==> src/hw/rtl/tcce_pkg.sv <==
`timescale 1ns / 1ps
// ----------------------------------------------------------------------------
// Text console cursor engine package
// Screen geometry, field widths, character codes, command and state codes,
// and the control and status bundles shared by the controller and datapath.
// ----------------------------------------------------------------------------
package tcce_pkg;

   localparam int COLUMNS    = 80;
   localparam int ROWS       = 25;
   localparam int CELL_COUNT = ROWS * COLUMNS;

   localparam int CMD_W   = 3;
   localparam int CH_W    = 8;
   localparam int ROW_W   = 5;
   localparam int COL_W   = 7;
   localparam int POS_W   = 11;
   localparam int CELL_W  = 16;
   localparam int COLOR_W = 8;

   localparam int ADDR_W = $clog2(CELL_COUNT);
   localparam int CNT_W  = $clog2(CELL_COUNT + COLUMNS + 1);

   localparam int TAB_STEP = 4;

   localparam logic [COLOR_W-1:0] COLOR_RESET = 8'd7;

   localparam logic [CH_W-1:0] CH_BACKSPACE = 8'd8;
   localparam logic [CH_W-1:0] CH_TAB       = 8'd9;
   localparam logic [CH_W-1:0] CH_NEWLINE   = 8'd10;
   localparam logic [CH_W-1:0] CH_RETURN    = 8'd13;
   localparam logic [CH_W-1:0] CH_BLANK     = 8'h20;

   typedef enum logic [CMD_W-1:0] {
      CMD_PUT_CHAR   = 3'd0,
      CMD_CLEAR      = 3'd1,
      CMD_SET_CURSOR = 3'd2,
      CMD_PUT_AT     = 3'd3,
      CMD_READ_CELL  = 3'd4
   } cmd_type;

   typedef enum logic [2:0] {
      ST_INIT,
      ST_IDLE,
      ST_EXEC,
      ST_CLEAR,
      ST_SCROLL,
      ST_RESP
   } state_type;

   typedef enum logic [1:0] {
      SW_NONE,
      SW_ZERO,
      SW_BLANK,
      SW_SCROLL
   } sweep_type;

   typedef struct packed {
      logic      take_req;
      logic      exec;
      sweep_type sweep;
      logic      load_rsp;
   } ctl_type;

   typedef struct packed {
      logic need_clear;
      logic need_scroll;
      logic sweep_last;
      logic rsp_busy;
   } sts_type;

endpackage

==> src/hw/rtl/tcce_ctrl.sv <==
`timescale 1ns / 1ps
// ----------------------------------------------------------------------------
// Text console controller
// Sequences the reset clearing pass, command execution, clear and scroll
// sweeps, and the hand-off of each result to the output register.
// ----------------------------------------------------------------------------
module tcce_ctrl (
   input  logic              clock,
   input  logic              reset,
   input  logic              req_valid,
   output logic              req_ready,
   input  tcce_pkg::sts_type sts,
   output tcce_pkg::ctl_type ctl
);

   tcce_pkg::state_type state_ff;
   tcce_pkg::state_type state_in;

   always_ff @(posedge clock) begin
      if (reset) begin
         state_ff <= tcce_pkg::ST_INIT;
      end else begin
         state_ff <= state_in;
      end
   end

   always_comb begin
      state_in = state_ff;
      unique case (state_ff)
         tcce_pkg::ST_INIT: begin
            if (sts.sweep_last) state_in = tcce_pkg::ST_IDLE;
         end
         tcce_pkg::ST_IDLE: begin
            if (req_valid) state_in = tcce_pkg::ST_EXEC;
         end
         tcce_pkg::ST_EXEC: begin
            priority if (sts.need_clear) state_in = tcce_pkg::ST_CLEAR;
            else if (sts.need_scroll) state_in = tcce_pkg::ST_SCROLL;
            else state_in = tcce_pkg::ST_RESP;
         end
         tcce_pkg::ST_CLEAR: begin
            if (sts.sweep_last) state_in = tcce_pkg::ST_RESP;
         end
         tcce_pkg::ST_SCROLL: begin
            if (sts.sweep_last) state_in = tcce_pkg::ST_RESP;
         end
         tcce_pkg::ST_RESP: begin
            if (!sts.rsp_busy) state_in = tcce_pkg::ST_IDLE;
         end
         default: state_in = tcce_pkg::ST_INIT;
      endcase
   end

   always_comb begin
      req_ready    = 1'b0;
      ctl.take_req = 1'b0;
      ctl.exec     = 1'b0;
      ctl.sweep    = tcce_pkg::SW_NONE;
      ctl.load_rsp = 1'b0;
      unique case (state_ff)
         tcce_pkg::ST_INIT: begin
            ctl.sweep = tcce_pkg::SW_ZERO;
         end
         tcce_pkg::ST_IDLE: begin
            req_ready    = 1'b1;
            ctl.take_req = req_valid;
         end
         tcce_pkg::ST_EXEC: begin
            ctl.exec = 1'b1;
         end
         tcce_pkg::ST_CLEAR: begin
            ctl.sweep = tcce_pkg::SW_BLANK;
         end
         tcce_pkg::ST_SCROLL: begin
            ctl.sweep = tcce_pkg::SW_SCROLL;
         end
         tcce_pkg::ST_RESP: begin
            ctl.load_rsp = !sts.rsp_busy;
         end
         default: begin
            req_ready = 1'b0;
         end
      endcase
   end

endmodule

==> config.mk <==
export PLATFORM = sky130hd
export DESIGN_NAME = tcce_ctrl
export DESIGN_NICKNAME = d
export VERILOG_FILES = /design/src/hw/rtl/tcce_pkg.sv /design/src/hw/rtl/tcce_ctrl.sv
export SDC_FILE = /design/constraint.sdc
export NUM_CORES = 1
export LEC_CHECK = 0
export ABC_AREA = 1
export BUFFER_PORTS_ARGS = -buffer_cell sky130_fd_sc_hd__clkbuf_2
export CORE_AREA = 2 2 39 41
export CTS_CLUSTER_SIZE = 8
export DETAILED_ROUTE_END_ITERATION = 10
export DIE_AREA = 0 0 41 43
export PLACE_DENSITY = 0.51
export SYNTH_ARGS = -nofsm -noshare
export SYNTH_HDL_FRONTEND = slang
export SYNTH_SLANG_ARGS = --single-unit
==> constraint.sdc <==
create_clock -name clock -period 2.55 [get_ports clock]
set_clock_uncertainty 0.05 [all_clocks]
set_input_delay 0.255 -clock clock [delete_from_list [all_inputs] [get_ports clock]]
set_output_delay 0.255 -clock clock [all_outputs]
set_load 0.05 [all_outputs]
==> key figures, run 1 <==
Power
  • Sw frac: 60.1%
  • Pwr Density: 1490 nW/um2
  • Internal power: 0.217 mW
  • Lkg Pwr: 0.209 nW
  • Clock share of power: 15.4%
  • Pwr Total: 0.545 mW
  • Maximum vdd drop: 0.474 mV
  • Combinational power share: 66.3%
  • Sequential share of power: 18.3%
  • Switching Power: 0.328 mW

Worst setup path
  • Worst R2R Start: state_ff[2]
  • Reg-to-reg endpoint: state_ff[2]
  • CP max FO: 7
  • Critical path cell sequence: inv_2 -> nor2_2 -> nand2_2 -> nor2_1 -> clkbuf_2
  • Critical path class: reg2out
  • CP Launch Type: flop
  • CP max stage cell: dfxtp_1
  • Reg2reg setup slack: 1.34 ns
  • Worst setup EP type: output pin
  • CP top delay family: flip-flops
  • Critical Path AT: 1.33 ns
  • CP Launch Point: state_ff[0]
  • CP required: 2.25 ns
  • Crit-path max cell delay: 0.44 ns
  • Worst Path Buf+Inv: 2
  • R2R depth: 7

Synthesis
  • Synth Instances: 47
  • Most area-hungry cell type in the Yosys netlist: dfxtp_1
  • Register area share after synthesis: 23.1%
  • Yosys reg bits: 3
  • Mapped Nets: 54
  • Post-Syn Area per Cell: 5.54 um2
  • Synth warn: 0
  • Synth cell types: 13
  • Top post-synthesis cells by area: dfxtp_1 23%, nand2_1 20%, nor2_1 10%, inv_1 8.7%, nand3_2 7.7%
  • Top cells by count, synth: 14 x nand2_1, 7 x nor2_1, 6 x inv_1
  • FFs w/ async S/R, synth: 0%
  • Number of flops mapped to enable cells by yosys: 0
  • Post-synth top area share: 23.1%
  • Most frequent cell after synthesis: nand2_1
  • Mapped cell area: 260 um2
  • Synth Flop Type: dfxtp_1

Cells and area
  • Max FFs per register: 3
  • N_diodes: 0
  • Area Overhead vs Synth: 40.9%
  • Most flops, register: state_ff
  • Util after Layout: 26.5%
  • Final Cell Area: 367 um2
  • Final std cells w/o fill: 79
  • Largest registers: state_ff: 3 flops
  • Nets: 71
  • Share of cells above drive strength 1: 38.1%

Route
  • Via density: 4.19
  • Via count: 331
  • DR pass1 iterations: 4
  • Drt drc: 0
  • Final wirelength: 629 um
  • WL per Instance: 7.96 um
  • DRT iter0 DRCs: 4
  • Final ANT Viol Nets: 0

Clock network
  • Longest Clk Path Bufs: 2
  • H-tree Lvls: 1
  • Clock Pin Slew Worst Setup and Hold Paths: 0.04 ns
  • CTS Root Cell: clkbuf_4
  • Post-CTS Resized: 0
  • Sink Count: 3
  • # hold bufs at CTS: 0
  • Clk_lat worst skew: 0.23 ns
  • CTS tree: built
  • Num CTS Buffers: 3
  • Buffers inserted during post-CTS setup optimization: 0

Run status
  • Status: finished, final reports clean

Worst hold path
  • Min-Delay Path Class: in2reg
  • Hold Path Sink: state_ff[1]
  • Worst Hold Depth: 2
  • Hold path startpoint: reset

STA
  • Slew @ Worst Pin: 0.277 ns
  • Final Hold Vio Count: 0
  • Setup TNS: 0 ns
  • RSZ-0062 raised after global routing: no
  • Max Clk Rate: 0.612 GHz
  • Hold_ws: 0.146 ns
  • Final min period: 1.63 ns
  • Post-route clock period utilization: 64.0%
  • Final slew viol count: 0
  • Final worst slack: 0.917 ns
  • Final setup vio count: 0
  • Max-slew headroom: 81.6%

Place
  • IO Port Bufs: 12
  • DP HPWL: 529 um
  • Cells after DPL: 75
  • Placed inst area: 340 um2
  • GPL Wtd Cong: 0.750
  • DP Worst Slack: 1.17 ns

GRT
  • Gr usage total: 8.73%
  • Initial antenna violation count: 0
  • Global routing usage on met3: 6.28%
  • Grt total ovfl: 0
  • Largest net degree at the start of global routing: 8
  • Most used routing layer: met2
  • First-pass GRT wire length: 979 um
  • Grt met2 use: 13.1%
  • Vias in the first global route: 263
  • Met1 Use GR: 8.65%

Floorplanning
  • Core area: 1380 um2
  • Die area: 1760 um2
  • Row cnt: 14
  • Chip Width: 41 um
  • Die Y: 43 um
  • I/O pins: 13
  • Starting Density: 18.8%

Run
  • Max Cap Viol: 0
[power by group through the flow]
stage | Sequential [mW] | Combinational [mW] | Clock (mW)
floorplan | 0.0940 | 0.297 | 0
global placement | 0.101 | 0.364 | 0
detailed placement | 0.0999 | 0.364 | 0
CTS | 0.0992 | 0.364 | 0.0895
global route | 0.104 | 0.397 | 0.0953
finish | 0.0995 | 0.361 | 0.0841
[cells by family (layout without fill, tap and decap cells)]
group	count (synthesis)	after routing	synth area share (%)
AND/OR/NAND/NOR	32	32	58.2
buffers and inverters	9	25	13.0
flip-flops	3	3	23.1
AO/OA/AOI/OAI	3	3	5.77
[metal layers]
| layer | share of wire (%) | vias to the layer above | wire length (um) |
|---|---|---|---|
| li1 | - | 177 | - |
| met3 | 7.3 | 0 | 46 |
| met2 | 49 | 9 | 307 |
| met5 | 0 | - | 0 |
| met1 | 44 | 145 | 276 |
| met4 | 0 | 0 | 0 |
[cells in the final DEF, fill, tap and decap left out, drive strengths merged]
cell type,Yosys,final
a21oi,1,1
clkbuf,0,16
dfxtp,3,3
inv,9,9
nand2,15,15
nand3,4,4
nand4,2,2
nor2,10,10
nor3,1,1
o21ai,2,2
[layout make-up]
| type | count | area [um2] |
|---|---|---|
| fillers | 169 | 1020 |
| multi-input cells | 35 | 166 |
| flip-flops and latches | 3 | 60.1 |
| repair buffers | 12 | 60.1 |
| inverters | 9 | 33.8 |
| clock buffers | 4 | 26.3 |
| well taps | 16 | 20.0 |
[worst max path at each step]
stage | end | slack [ns] | cells past startpoint
finish | ctl[4] | 0.92 | 5
global route | ctl[4] | 0.81 | 5
CTS | ctl[4] | 0.91 | 5
detailed placement | ctl[4] | 1.17 | 5
global placement | ctl[4] | 1.18 | 5
floorplan | ctl[2] | 0.49 | 3
No activity file was read; power rests on OpenSTA's default activity.
==> inputs of run 2 (changes only) <==
--- a/config.mk
+++ b/config.mk
@@ -11,7 +11,7 @@
 export CTS_CLUSTER_SIZE = 8
 export DETAILED_ROUTE_END_ITERATION = 10
 export DIE_AREA = 0 0 41 43
-export PLACE_DENSITY = 0.51
+export PLACE_DENSITY = 0.52
 export SYNTH_ARGS = -nofsm -noshare
 export SYNTH_HDL_FRONTEND = slang
 export SYNTH_SLANG_ARGS = --single-unit
==> constraint.sdc (replaced) <==
create_clock -name clock -period 1.44 [get_ports clock]
set_clock_uncertainty 0.05 [all_clocks]
set_input_delay 0.144 -clock clock [delete_from_list [all_inputs] [get_ports clock]]
set_output_delay 0.144 -clock clock [all_outputs]
set_load 0.05 [all_outputs]
==> key figures, run 2 (synthesized netlist as in run 1, its figures left out) <==
Clock network
  • H-tree Lvls: 1 (unchanged)
  • Sink Count: 3 (unchanged)
  • Longest Clk Path Bufs: 2 (unchanged)
  • CTS tree: built
  • CTS Root Cell: clkbuf_4
  • Clock Pin Slew Worst Setup and Hold Paths: 0.04 ns (about the same)
  • Buffers inserted during post-CTS setup optimization: 0 (unchanged)
  • Clk_lat worst skew: 0.23 ns (about the same)
  • Num CTS Buffers: 3 (unchanged)

Worst setup path
  • CP max stage cell: dfxtp_4
  • Critical path cell sequence: inv_2 -> nor2_2 -> nand2_2 -> inv_1 -> clkbuf_4
  • CP max FO: 7 (unchanged)
  • Worst Path Buf+Inv: 3 (+1)
  • Worst setup EP type: output pin
  • CP top delay family: flip-flops
  • Critical Path AT: 1.17 ns (-0.16 ns)
  • Crit-path max cell delay: 0.38 ns (-0.06 ns)
  • Critical path class: reg2out
  • CP required: 1.25 ns (-1.00 ns)
  • CP Launch Type: flop

Route
  • Drt drc: 0 (unchanged)
  • Via count: 338 (+2.1%)
  • Final ANT Viol Nets: 0 (unchanged)
  • Final wirelength: 633 um (+0.64%)
  • WL per Instance: 8.01 um (+0.64%)
  • Via density: 4.28 (+2.1%)
  • DR pass1 iterations: 4 (unchanged)
  • DRT iter0 DRCs: 5 (+1)

Floorplanning
  • Row cnt: 14 (unchanged)
  • Die area: 1760 um2 (unchanged)
  • Starting Density: 18.8% (unchanged)
  • Chip Width: 41 um (unchanged)
  • Core area: 1380 um2 (unchanged)
  • I/O pins: 13 (unchanged)
  • Die Y: 43 um (unchanged)

GRT
  • Gr usage total: 8.93% (+0.20 points)
  • Met1 Use GR: 9.62% (+0.96 points)
  • Grt total ovfl: 0 (unchanged)
  • Largest net degree at the start of global routing: 8 (unchanged)
  • First-pass GRT wire length: 1010 um (+3.6%)
  • Initial antenna violation count: 0 (unchanged)
  • Most used routing layer: met2
  • Vias in the first global route: 289 (+9.9%)
  • Grt met2 use: 12.5% (-0.63 points)
  • Global routing usage on met3: 4.71% (-1.6 points)

Power
  • Sw frac: 58.0% (-2.1 points)
  • Pwr Total: 1.02 mW (+88%)
  • Combinational power share: 66.9% (+0.6 points)
  • Sequential share of power: 19.0% (+0.7 points)
  • Switching Power: 0.594 mW (+81%)
  • Maximum vdd drop: 0.819 mV (+73%)
  • Clock share of power: 14.0% (-1.4 points)
  • Lkg Pwr: 0.212 nW (+1.8%)
  • Pwr Density: 2600 nW/um2 (+75%)
  • Internal power: 0.430 mW (+98%)

Cells and area
  • Final Cell Area: 394 um2 (+7.5%)
  • N_diodes: 0 (unchanged)
  • Most flops, register: state_ff
  • Final std cells w/o fill: 79 (unchanged)
  • Max FFs per register: 3 (unchanged)
  • Nets: 71 (unchanged)
  • Share of cells above drive strength 1: 47.6% (+9.5 points)
  • Most frequent cells in the layout: 14 x nand2_1, 7 x clkbuf_2, 6 x clkbuf_4
  • Area Overhead vs Synth: 51.4%
  • Fill cells: 164 (-3.0%)
  • Commonest non-fill, non-tap cell in the layout: nand2_1
  • Largest registers: state_ff: 3 flops
  • Util after Layout: 28.5% (+2.0 points)

Place
  • IO Port Bufs: 12 (unchanged)
  • Cells after DPL: 75 (unchanged)
  • Placed inst area: 350 um2 (+2.9%)
  • DP HPWL: 526 um (-0.44%)
  • GPL Wtd Cong: 0.721 (-3.9%)

STA
  • Setup TNS: 0 ns (unchanged)
  • RSZ-0062 raised after global routing: no
  • Final setup vio count: 0 (unchanged)
  • Final Hold Vio Count: 0 (unchanged)
  • Slew @ Worst Pin: 0.276 ns (-0.000588 ns)
  • Final slew viol count: 0 (unchanged)
  • Final min period: 1.37 ns
  • Max Clk Rate: 0.732 GHz
  • Max-slew headroom: 81.7% (about the same)
  • Post-route clock period utilization: 94.9%

Worst hold path
  • Min-Delay Path Class: in2reg

Run
  • Max Cap Viol: 0 (unchanged)

Run status
  • Status: finished, final reports clean
run 2: cell count changes in the layout (fill, tap and decap cells not counted), sizes merged:
cell | previous run | this run
buf | 0 | 2
clkbuf | 16 | 14
run 2: metal layers:
metal,vias up,wire length (um)
li1,180,-
met2,12,322
met3,0,45
met1,146,266
met4,0,0
met5,-,0
run 2: stage by stage:
step / hold WS (ns) / worst slack, ns
3_5_place_dp: 0.279 / 0.155
5_1_grt: 0.0194 / 0.00491
2_1_floorplan: 0.163 / -0.221
4_1_cts: 0.0306 / 0.0000201
6_report: 0.0322 / 0.0736
3_3_place_gp: 0.271 / 0.171
run 2: final cells by class:
cell class	count	area [um2]	share of cell area, %
Sequential cell	3	65.1	16.5
Tap cell	16	20.0	5.08
Multi-Input combinational cell	35	176	44.8
Clock buffer	4	26.3	6.67
Inverter	9	33.8	8.57
Timing Repair Buffer	12	72.6	18.4
run 2: what timing repair did:
item,4_1_cts,5_1_grt
resized for setup,6,5
hold buffers,0,0
endpoints found under the hold margin,0,0
setup endpoints to repair,5,5
run 2: path summary, 6_finish.rpt:
kind               startpoint  cells past startpoint           to  slack (ns)
hold / removal          reset                      2  state_ff[1]        0.03
hold reg to reg   state_ff[1]                      2  state_ff[1]        0.49
setup reg to reg  state_ff[2]                      7  state_ff[2]        0.27
setup / recovery  state_ff[0]                      5    req_ready        0.07
run 2: power groups by stage:
stage | Clock (mW) | Sequential (mW) | Combinational, mW
CTS | 0.153 | 0.185 | 0.681
detailed placement | 0 | 0.183 | 0.656
floorplan | 0 | 0.170 | 0.543
global placement | 0 | 0.182 | 0.659
global route | 0.162 | 0.204 | 0.745
finish | 0.144 | 0.195 | 0.686
